**config.mk**
```make
export PLATFORM = sky130hd
export DESIGN_NAME = number_to_word_tokens
export DESIGN_NICKNAME = d
export VERILOG_FILES = /design/src/rtl/n2w_pkg.sv /design/src/rtl/n2w_front.sv /design/src/rtl/n2w_fifo.sv /design/src/rtl/n2w_back.sv /design/src/rtl/number_to_word_tokens.sv
export SDC_FILE = /design/constraint.sdc
export NUM_CORES = 1
export LEC_CHECK = 0
export BUFFER_PORTS_ARGS = -buffer_cell sky130_fd_sc_hd__buf_2
export CELL_PAD_IN_SITES_DETAIL_PLACEMENT = 1
export CELL_PAD_IN_SITES_GLOBAL_PLACEMENT = 1
export CORE_MARGIN = 10
export CORE_UTILIZATION = 50
export CTS_CLUSTER_DIAMETER = 60
export CTS_CLUSTER_SIZE = 14
export DETAILED_ROUTE_END_ITERATION = 8
export PLACE_DENSITY = 0.88
export REMOVE_ABC_BUFFERS = 1
export SLEW_MARGIN = 25
export SYNTH_ARGS = -nofsm -noshare
export SYNTH_HDL_FRONTEND = slang
export SYNTH_SLANG_ARGS = --single-unit
```
**constraint.sdc**
```tcl
create_clock -name aclk -period 6.2 [get_ports aclk]
set_input_delay 1.24 -clock aclk [delete_from_list [all_inputs] [get_ports aclk]]
set_output_delay 1.24 -clock aclk [all_outputs]
set_load 0.005 [all_outputs]
```
**src/rtl/n2w_pkg.sv**
```systemverilog
// shared types and constants for the number to word tokens block
`default_nettype none
package n2w_pkg;

    localparam int VALUE_W   = 32;
    localparam int CNT_W     = $clog2(VALUE_W);
    localparam int NUM_DIG   = 10;
    localparam int DIG_W     = 4;
    localparam int BCD_W     = NUM_DIG * DIG_W;
    localparam int TOK_W     = 5;
    localparam int NUM_GRP   = 4;
    localparam int GRP_SLOTS = 5;
    localparam int NSLOT     = NUM_GRP * GRP_SLOTS + 1;
    localparam int SLOT_W    = $clog2(NSLOT);
    localparam int QDEPTH    = 2;
    localparam int QPTR_W    = $clog2(QDEPTH);
    localparam int QCNT_W    = $clog2(QDEPTH + 1);

    localparam logic [TOK_W-1:0] TOK_ZERO      = 5'd0;
    localparam logic [TOK_W-1:0] TOK_TEEN_BASE = 5'd10;
    localparam logic [TOK_W-1:0] TOK_TENS_BASE = 5'd18;
    localparam logic [TOK_W-1:0] TOK_HUNDRED   = 5'd28;

    typedef logic [NUM_DIG-1:0][DIG_W-1:0] bcd_t;
    typedef logic [TOK_W-1:0] token_t;

    typedef enum logic [1:0] {
        F_IDLE,
        F_CONV,
        F_PUSH
    } front_state_t;

endpackage
`default_nettype wire

```
**src/rtl/n2w_front.sv**
```systemverilog
// front end: accepts a value and converts it to decimal digits bit by bit
`default_nettype none
module n2w_front (
    input  wire logic                          aclk,
    input  wire logic                          aresetn,
    input  wire logic                          s_valid,
    output logic                               s_ready,
    input  wire logic [n2w_pkg::VALUE_W-1:0]   s_value,
    output logic                               q_valid,
    input  wire logic                          q_ready,
    output n2w_pkg::bcd_t                      q_digits
);
    import n2w_pkg::*;

    front_state_t       state_reg, state_next;
    logic [CNT_W-1:0]   cnt_reg;
    logic [VALUE_W-1:0] bin_reg;
    bcd_t               bcd_reg;
    bcd_t               adj;
    logic [BCD_W-1:0]   adj_flat;

    // add three to every digit of five or more before the shift
    always_comb begin
        for (int i = 0; i < NUM_DIG; i++) begin
            if (bcd_reg[i] >= 4'd5) begin
                adj[i] = bcd_reg[i] + 4'd3;
            end else begin
                adj[i] = bcd_reg[i];
            end
        end
        adj_flat = adj;
    end

    always_comb begin
        state_next = state_reg;
        case (state_reg)
            F_IDLE: begin
                if (s_valid) begin
                    state_next = F_CONV;
                end
            end
            F_CONV: begin
                if (cnt_reg == CNT_W'(VALUE_W - 1)) begin
                    state_next = F_PUSH;
                end
            end
            F_PUSH: begin
                if (q_ready) begin
                    state_next = F_IDLE;
                end
            end
            default: state_next = F_IDLE;
        endcase
    end

    always_comb begin
        s_ready = 1'b0;
        q_valid = 1'b0;
        case (state_reg)
            F_IDLE:  s_ready = 1'b1;
            F_PUSH:  q_valid = 1'b1;
            default: begin
                s_ready = 1'b0;
                q_valid = 1'b0;
            end
        endcase
    end

    assign q_digits = bcd_reg;

    always_ff @(posedge aclk) begin
        if (!aresetn) begin
            state_reg <= F_IDLE;
            cnt_reg   <= '0;
        end else begin
            state_reg <= state_next;
            if (s_valid && s_ready) begin
                cnt_reg <= '0;
            end else if (state_reg == F_CONV) begin
                cnt_reg <= cnt_reg + CNT_W'(1);
            end
        end
    end

    always_ff @(posedge aclk) begin
        if (s_valid && s_ready) begin
            bin_reg <= s_value;
            bcd_reg <= '0;
        end else if (state_reg == F_CONV) begin
            bcd_reg <= {adj_flat[BCD_W-2:0], bin_reg[VALUE_W-1]};
            bin_reg <= {bin_reg[VALUE_W-2:0], 1'b0};
        end
    end

endmodule
`default_nettype wire

```
**src/rtl/n2w_fifo.sv**
```systemverilog
// short queue of converted digit words between front and back
`default_nettype none
module n2w_fifo (
    input  wire logic          aclk,
    input  wire logic          aresetn,
    input  wire logic          wr_valid,
    output logic               wr_ready,
    input  n2w_pkg::bcd_t      wr_data,
    output logic               rd_valid,
    input  wire logic          rd_ready,
    output n2w_pkg::bcd_t      rd_data
);
    import n2w_pkg::*;

    bcd_t              mem_reg [QDEPTH];
    logic [QPTR_W-1:0] wr_ptr_reg, rd_ptr_reg;
    logic [QCNT_W-1:0] count_reg, count_next;
    logic              push, pop;

    assign wr_ready = (count_reg != QCNT_W'(QDEPTH));
    assign rd_valid = (count_reg != '0);
    assign rd_data  = mem_reg[rd_ptr_reg];
    assign push     = wr_valid && wr_ready;
    assign pop      = rd_valid && rd_ready;

    always_comb begin
        count_next = count_reg;
        if (push && !pop) begin
            count_next = count_reg + QCNT_W'(1);
        end else if (pop && !push) begin
            count_next = count_reg - QCNT_W'(1);
        end
    end

    always_ff @(posedge aclk) begin
        if (!aresetn) begin
            wr_ptr_reg <= '0;
            rd_ptr_reg <= '0;
            count_reg  <= '0;
        end else begin
            count_reg <= count_next;
            if (push) begin
                wr_ptr_reg <= (wr_ptr_reg == QPTR_W'(QDEPTH - 1)) ? '0 : wr_ptr_reg + QPTR_W'(1);
            end
            if (pop) begin
                rd_ptr_reg <= (rd_ptr_reg == QPTR_W'(QDEPTH - 1)) ? '0 : rd_ptr_reg + QPTR_W'(1);
            end
        end
    end

    always_ff @(posedge aclk) begin
        if (push) begin
            mem_reg[wr_ptr_reg] <= wr_data;
        end
    end

    a_count_bound: assert property (@(posedge aclk) disable iff (!aresetn)
        count_reg <= QCNT_W'(QDEPTH))
        else $error("queue count beyond depth");

    a_ptrs_on_empty: assert property (@(posedge aclk) disable iff (!aresetn)
        count_reg == '0 |-> wr_ptr_reg == rd_ptr_reg)
        else $error("queue pointers differ while empty");

    a_pop_updates: assert property (@(posedge aclk) disable iff (!aresetn)
        pop && !push |=> count_reg == $past(count_reg) - QCNT_W'(1))
        else $error("queue count missed a pop");

endmodule
`default_nettype wire

```
**src/rtl/n2w_back.sv**
```systemverilog
// back end: sets out a number's token slots, sends one per cycle unless stalled
`default_nettype none
module n2w_back (
    input  wire logic                       aclk,
    input  wire logic                       aresetn,
    input  wire logic                       q_valid,
    output logic                            q_ready,
    input  n2w_pkg::bcd_t                   q_digits,
    output logic                            m_valid,
    input  wire logic                       m_ready,
    output logic [n2w_pkg::TOK_W-1:0]       m_word,
    output logic                            m_last
);
    import n2w_pkg::*;

    localparam int PAD_DIG = NUM_GRP * 3;

    logic [NSLOT-1:0]  mask_reg, mask_next;
    token_t            tok_reg [NSLOT];
    logic [NSLOT-1:0]  ld_mask;
    token_t            ld_tok [NSLOT];
    logic [PAD_DIG-1:0][DIG_W-1:0] dig;
    logic [SLOT_W-1:0] first_idx;
    logic [NSLOT-1:0]  first_oh;
    logic              load;

    // slots per group, most significant group first:
    // hundreds digit, hundred, tens or teen, unit, scale word; then the lone zero
    always_comb begin
        dig = '0;
        dig[NUM_DIG-1:0] = q_digits;
        for (int k = 0; k < NUM_GRP; k++) begin
            logic [DIG_W-1:0] h, t, u;
            int               b;
            h = dig[3*k+2];
            t = dig[3*k+1];
            u = dig[3*k];
            b = (NUM_GRP - 1 - k) * GRP_SLOTS;
            ld_mask[b]   = (h != '0);
            ld_tok[b]    = {1'b0, h};
            ld_mask[b+1] = (h != '0);
            ld_tok[b+1]  = TOK_HUNDRED;
            ld_mask[b+2] = (t != '0);
            ld_tok[b+2]  = (t == 4'd1) ? TOK_TEEN_BASE + {1'b0, u} : TOK_TENS_BASE + {1'b0, t};
            ld_mask[b+3] = (t != 4'd1) && (u != '0);
            ld_tok[b+3]  = {1'b0, u};
            ld_mask[b+4] = (k != 0) && ((h != '0) || (t != '0) || (u != '0));
            ld_tok[b+4]  = TOK_HUNDRED + TOK_W'(k);
        end
        ld_mask[NSLOT-1] = (q_digits == '0);
        ld_tok[NSLOT-1]  = TOK_ZERO;
    end

    // lowest pending slot goes out next
    always_comb begin
        first_idx = '0;
        for (int i = NSLOT - 1; i >= 0; i--) begin
            if (mask_reg[i]) begin
                first_idx = SLOT_W'(i);
            end
        end
        first_oh = NSLOT'(1) << first_idx;
    end

    assign m_valid = (mask_reg != '0);
    assign m_word  = tok_reg[first_idx];
    assign m_last  = ((mask_reg & ~first_oh) == '0);
    assign load    = q_valid && (!m_valid || (m_ready && m_last));
    assign q_ready = load;

    always_comb begin
        mask_next = mask_reg;
        if (load) begin
            mask_next = ld_mask;
        end else if (m_valid && m_ready) begin
            mask_next = mask_reg & ~first_oh;
        end
    end

    always_ff @(posedge aclk) begin
        if (!aresetn) begin
            mask_reg <= '0;
        end else begin
            mask_reg <= mask_next;
        end
    end

    always_ff @(posedge aclk) begin
        if (load) begin
            for (int i = 0; i < NSLOT; i++) begin
                tok_reg[i] <= ld_tok[i];
            end
        end
    end

    a_run_continues: assert property (@(posedge aclk) disable iff (!aresetn)
        m_valid && m_ready && !m_last |=> m_valid)
        else $error("token run ended before its last item");

    a_last_single: assert property (@(posedge aclk) disable iff (!aresetn)
        m_valid && m_last |-> $countones(mask_reg) == 1)
        else $error("last flag with more slots pending");

    a_load_when_free: assert property (@(posedge aclk) disable iff (!aresetn)
        q_ready |-> !m_valid || (m_ready && m_last))
        else $error("new number loaded over a pending run");

endmodule
`default_nettype wire

```
**src/rtl/number_to_word_tokens.sv**
```systemverilog
// top level: unsigned value in, run of english word tokens out
//
//  channel | ports                        | carries
//  --------+------------------------------+------------------------------------
//  input   | s_valid s_ready s_value[31:0]| one value per item
//  result  | m_valid m_ready m_word m_last| one token per item, last ends a run
//
// the front converts a value to decimal one bit per cycle, then hands it
// to a two-entry queue; it takes a new value only once it is idle again.
// the back sends 1 to 16 tokens, one per cycle while m_ready is high; the first
// token appears once the digits have passed through the queue into the back.
// reset is synchronous and clears all control state; a stalled result channel
// backs up through the queue into the front without loss.
`default_nettype none
module number_to_word_tokens (
    input  wire logic                          aclk,
    input  wire logic                          aresetn,
    input  wire logic                          s_valid,
    output logic                               s_ready,
    input  wire logic [n2w_pkg::VALUE_W-1:0]   s_value,
    output logic                               m_valid,
    input  wire logic                          m_ready,
    output logic [n2w_pkg::TOK_W-1:0]          m_word,
    output logic                               m_last
);
    import n2w_pkg::*;

    logic fq_valid, fq_ready;
    bcd_t fq_digits;
    logic qb_valid, qb_ready;
    bcd_t qb_digits;

    n2w_front u_front (
        .aclk     (aclk),
        .aresetn  (aresetn),
        .s_valid  (s_valid),
        .s_ready  (s_ready),
        .s_value  (s_value),
        .q_valid  (fq_valid),
        .q_ready  (fq_ready),
        .q_digits (fq_digits)
    );

    n2w_fifo u_fifo (
        .aclk     (aclk),
        .aresetn  (aresetn),
        .wr_valid (fq_valid),
        .wr_ready (fq_ready),
        .wr_data  (fq_digits),
        .rd_valid (qb_valid),
        .rd_ready (qb_ready),
        .rd_data  (qb_digits)
    );

    n2w_back u_back (
        .aclk     (aclk),
        .aresetn  (aresetn),
        .q_valid  (qb_valid),
        .q_ready  (qb_ready),
        .q_digits (qb_digits),
        .m_valid  (m_valid),
        .m_ready  (m_ready),
        .m_word   (m_word),
        .m_last   (m_last)
    );

endmodule
`default_nettype wire
```
==> results.txt <==
status: finished clean
EDFF count, synth: 155
critical path endpoint: m_last
initial core utilization: 0.5092
Routed WL: 29850 µm
Placed Area: 11200 µm²
min-delay worst type: reg2reg
fin crit period: 5.723 ns
latest clock arrival within the worst-skew pair: 0.51 ns
Synth Register Bits: 228
# setup viols final: 0
total chip power: 4952 µW
clock skew: 0.01646 ns
ys flop type: edfxtp_1
CTS clk-pin slew, worst paths: 0.07 ns
hpwl dp: 20120 µm
Worst Hold Depth: 2
routed length per instance: 22.48 µm
PD cells: 416.2 nW/µm²
max reg flops: 80
CTS Buf Count: 22
top cells by area, synth: edfxtp_1, dfxtp_1, nand2_1, ha_1, o21ai_0
reg2reg start: u_back.mask_reg[7]
number of diodes: 0
deepest clock path buffer count: 3
crit path launch type: register
gpl congestion: 0.9131
final slew viol count: 0
setup slack, reg-to-reg: 0.80 ns
Max-slew headroom: 0.3215
P_leak: 0.004288 µW
1st-iter DRT viols: 593
die area: 27660 µm²
postcts setup bufs: 0
Remaining DRCs: 0
post-route ant nets: 0
DR vias/cell: 6.035
Die H: 166.3 µm
Worst VDD drop: 252.5 µV
R2R depth: 16
layout net count: 1105
first-pass GRT wire length: 47790 µm
largest net degree at the start of global routing: 63
CP Launch Point: u_back.mask_reg[7]
Post-CTS Hold Fix Bufs: 0
root buf cell: clkbuf_16
final period utilization: 0.9231
largest fanout on the critical path: 17
vias in the first global route: 8639
final std cells w/o fill: 1328
Req. time, crit path: 4.96 ns
CTS tree: yes
initial antenna violation count: 0
vias: 8014
PortBufs: 43
synthesized area per cell: 10.68 µm²
CTS sink cnt: 228
cell taking the most area after synthesis: edfxtp_1
mapped cell area: 10700 µm²
Syn Inst Count: 1002
WS Path Type: reg2out
H-tree level count: 1
DRT Pass-1 Iters: 5
Seq/Total Area, Yosys: 0.5714
WP data arrival: 4.48 ns
RSZ-0062 raised after global routing: no
Final Instance Area: 11900 µm²
reg2reg end: u_back.tok_reg[12][1]
I/O pins: 44
Setup TNS: 0 ns
placed cell count: 1288
number of fillers in the final layout: 2202
Synth warnings: 0
Post-CTS Resized: 0
Critical Path Sink Type: primary output
synth-to-layout area growth: 11.16%
Async S/R FF share, synth: 0
share of cells above drive strength 1: 0.1311
FMAX: 174.7 MHz
share of the synthesized area in the top cell type: 0.4348
core area: 21020 µm²
max-cap violation count: 0
final hold violation count: 0
Slew @ Worst Pin: 1.008 ns
FP Rows: 53
Total GRT Usage: 0.2081
die extent in x: 166.3 µm
GRT Residual Overflow: 0
synth unique cells: 72
## cell type report
class / count / area [µm²] / share of cell area
Sequential cell: 228 / 6117 / 0.5141
Timing Repair Buffer: 56 / 312.8 / 0.02629
Clock inverter: 5 / 38.79 / 0.003260
Clock buffer: 35 / 661.9 / 0.05563
Tap cell: 275 / 344.1 / 0.02892
Inverter: 54 / 202.7 / 0.01703
Multi-Input combinational cell: 675 / 4222 / 0.3548
## cell usage in the layout, fill, tap and decap left out, types with 16 or more instances in the layout
| master | netlist | routed |
|---|---|---|
| a21oi_1 | 55 | 55 |
| buf_2 | 2 | 43 |
| clkbuf_16 | 0 | 24 |
| dfxtp_1 | 73 | 72 |
| edfxtp_1 | 155 | 155 |
| ha_1 | 32 | 32 |
| inv_1 | 54 | 54 |
| mux2_2 | 27 | 27 |
| mux2i_1 | 20 | 20 |
| nand2_1 | 148 | 146 |
| nand3_1 | 49 | 49 |
| nor2_1 | 57 | 57 |
| o21ai_0 | 65 | 65 |
| xnor2_1 | 16 | 16 |
## worst max-delay path, stage by stage (launching register included)
cell and delay (ns):
dfxtp_1 0.39, nor3_1 0.28, nand2b_1 0.09, o221a_2 0.28, a211o_1 0.30, and2_1 0.26, inv_1 0.47, ha_1 0.47
inv_1 0.13, or4_1 0.52, a21oi_1 0.18, and4_1 0.25, nand2_2 0.11, nor2_1 0.13, buf_2 0.12
## worst min path at each step
stage / slack [ns] / end / from
final: 0.47 / u_front.q_digits[0] / u_front.bin_reg[31]
after global routing: 0.50 / u_front.q_digits[0] / u_front.bin_reg[31]
after CTS: 0.47 / u_front.q_digits[0] / u_front.bin_reg[31]
after detailed placement: 0.46 / u_front.q_digits[0] / u_front.bin_reg[31]
after global placement: 0.42 / u_front.q_digits[0] / u_front.bin_reg[31]
after floorplan: 0.42 / u_front.q_digits[0] / u_front.bin_reg[31]
## synthesized netlist by cell type (4+ instances only)
| cell type | n |
|---|---|
| a211oi_1 | 6 |
| a21oi_1 | 55 |
| a22oi_1 | 6 |
| a31oi_1 | 12 |
| a32oi_1 | 5 |
| and2_1 | 6 |
| and3_1 | 7 |
| clkbuf_1 | 37 |
| dfxtp_1 | 73 |
| edfxtp_1 | 155 |
| ha_1 | 32 |
| inv_1 | 54 |
| mux2_2 | 27 |
| mux2i_1 | 20 |
| nand2_1 | 148 |
| nand2b_1 | 10 |
| nand3_1 | 49 |
| nand4_1 | 9 |
| nor2_1 | 57 |
| nor2b_1 | 12 |
| nor3_1 | 12 |
| nor4_1 | 13 |
| o21ai_0 | 65 |
| o21ai_1 | 7 |
| o221ai_1 | 6 |
| o31ai_1 | 12 |
| or3_1 | 6 |
| or4_1 | 7 |
| or4_4 | 4 |
| xnor2_1 | 16 |
| xor2_1 | 13 |
## stage by stage
| step | setup WS [ns] | utilization | hold slack, ns |
|---|---|---|---|
| 2_1_floorplan | 0.8288 | - | 0.4176 |
| 3_3_place_gp | 1.079 | 0.5327 | 0.4222 |
| 3_5_place_dp | 0.9504 | 0.5327 | 0.4650 |
| 4_1_cts | 0.5255 | 0.5660 | 0.4713 |
| 5_1_grt | 0.2321 | 0.5660 | 0.4998 |
| 6_report | 0.4770 | 0.5660 | 0.4733 |
## cell families after synthesis
logic type,after synthesis,share of synthesized area
and+or+nand+nor,353,0.1570
AOI/OAI and AO/OA,214,0.1267
DFF,228,0.5714
xor gates and xnor gates,29,0.02373
adders and majority gates,32,0.03740
buffers and inverters,99,0.03670
muxes,47,0.04711
## where the power goes
part           internal [µW]  switching, µW
sequential              1720           65.0
combinational            621           1220
clock                    740            583
## layer usage
metal	vias up	global-route usage	wire (µm)
met2	245	0.3686	14910
met3	74	0.02792	1516
met1	3972	0.2553	12480
li1	3723	-	-
met4	0	0.06835	945
met5	-	0	0
No activity file was read; power rests on OpenSTA's default activity.
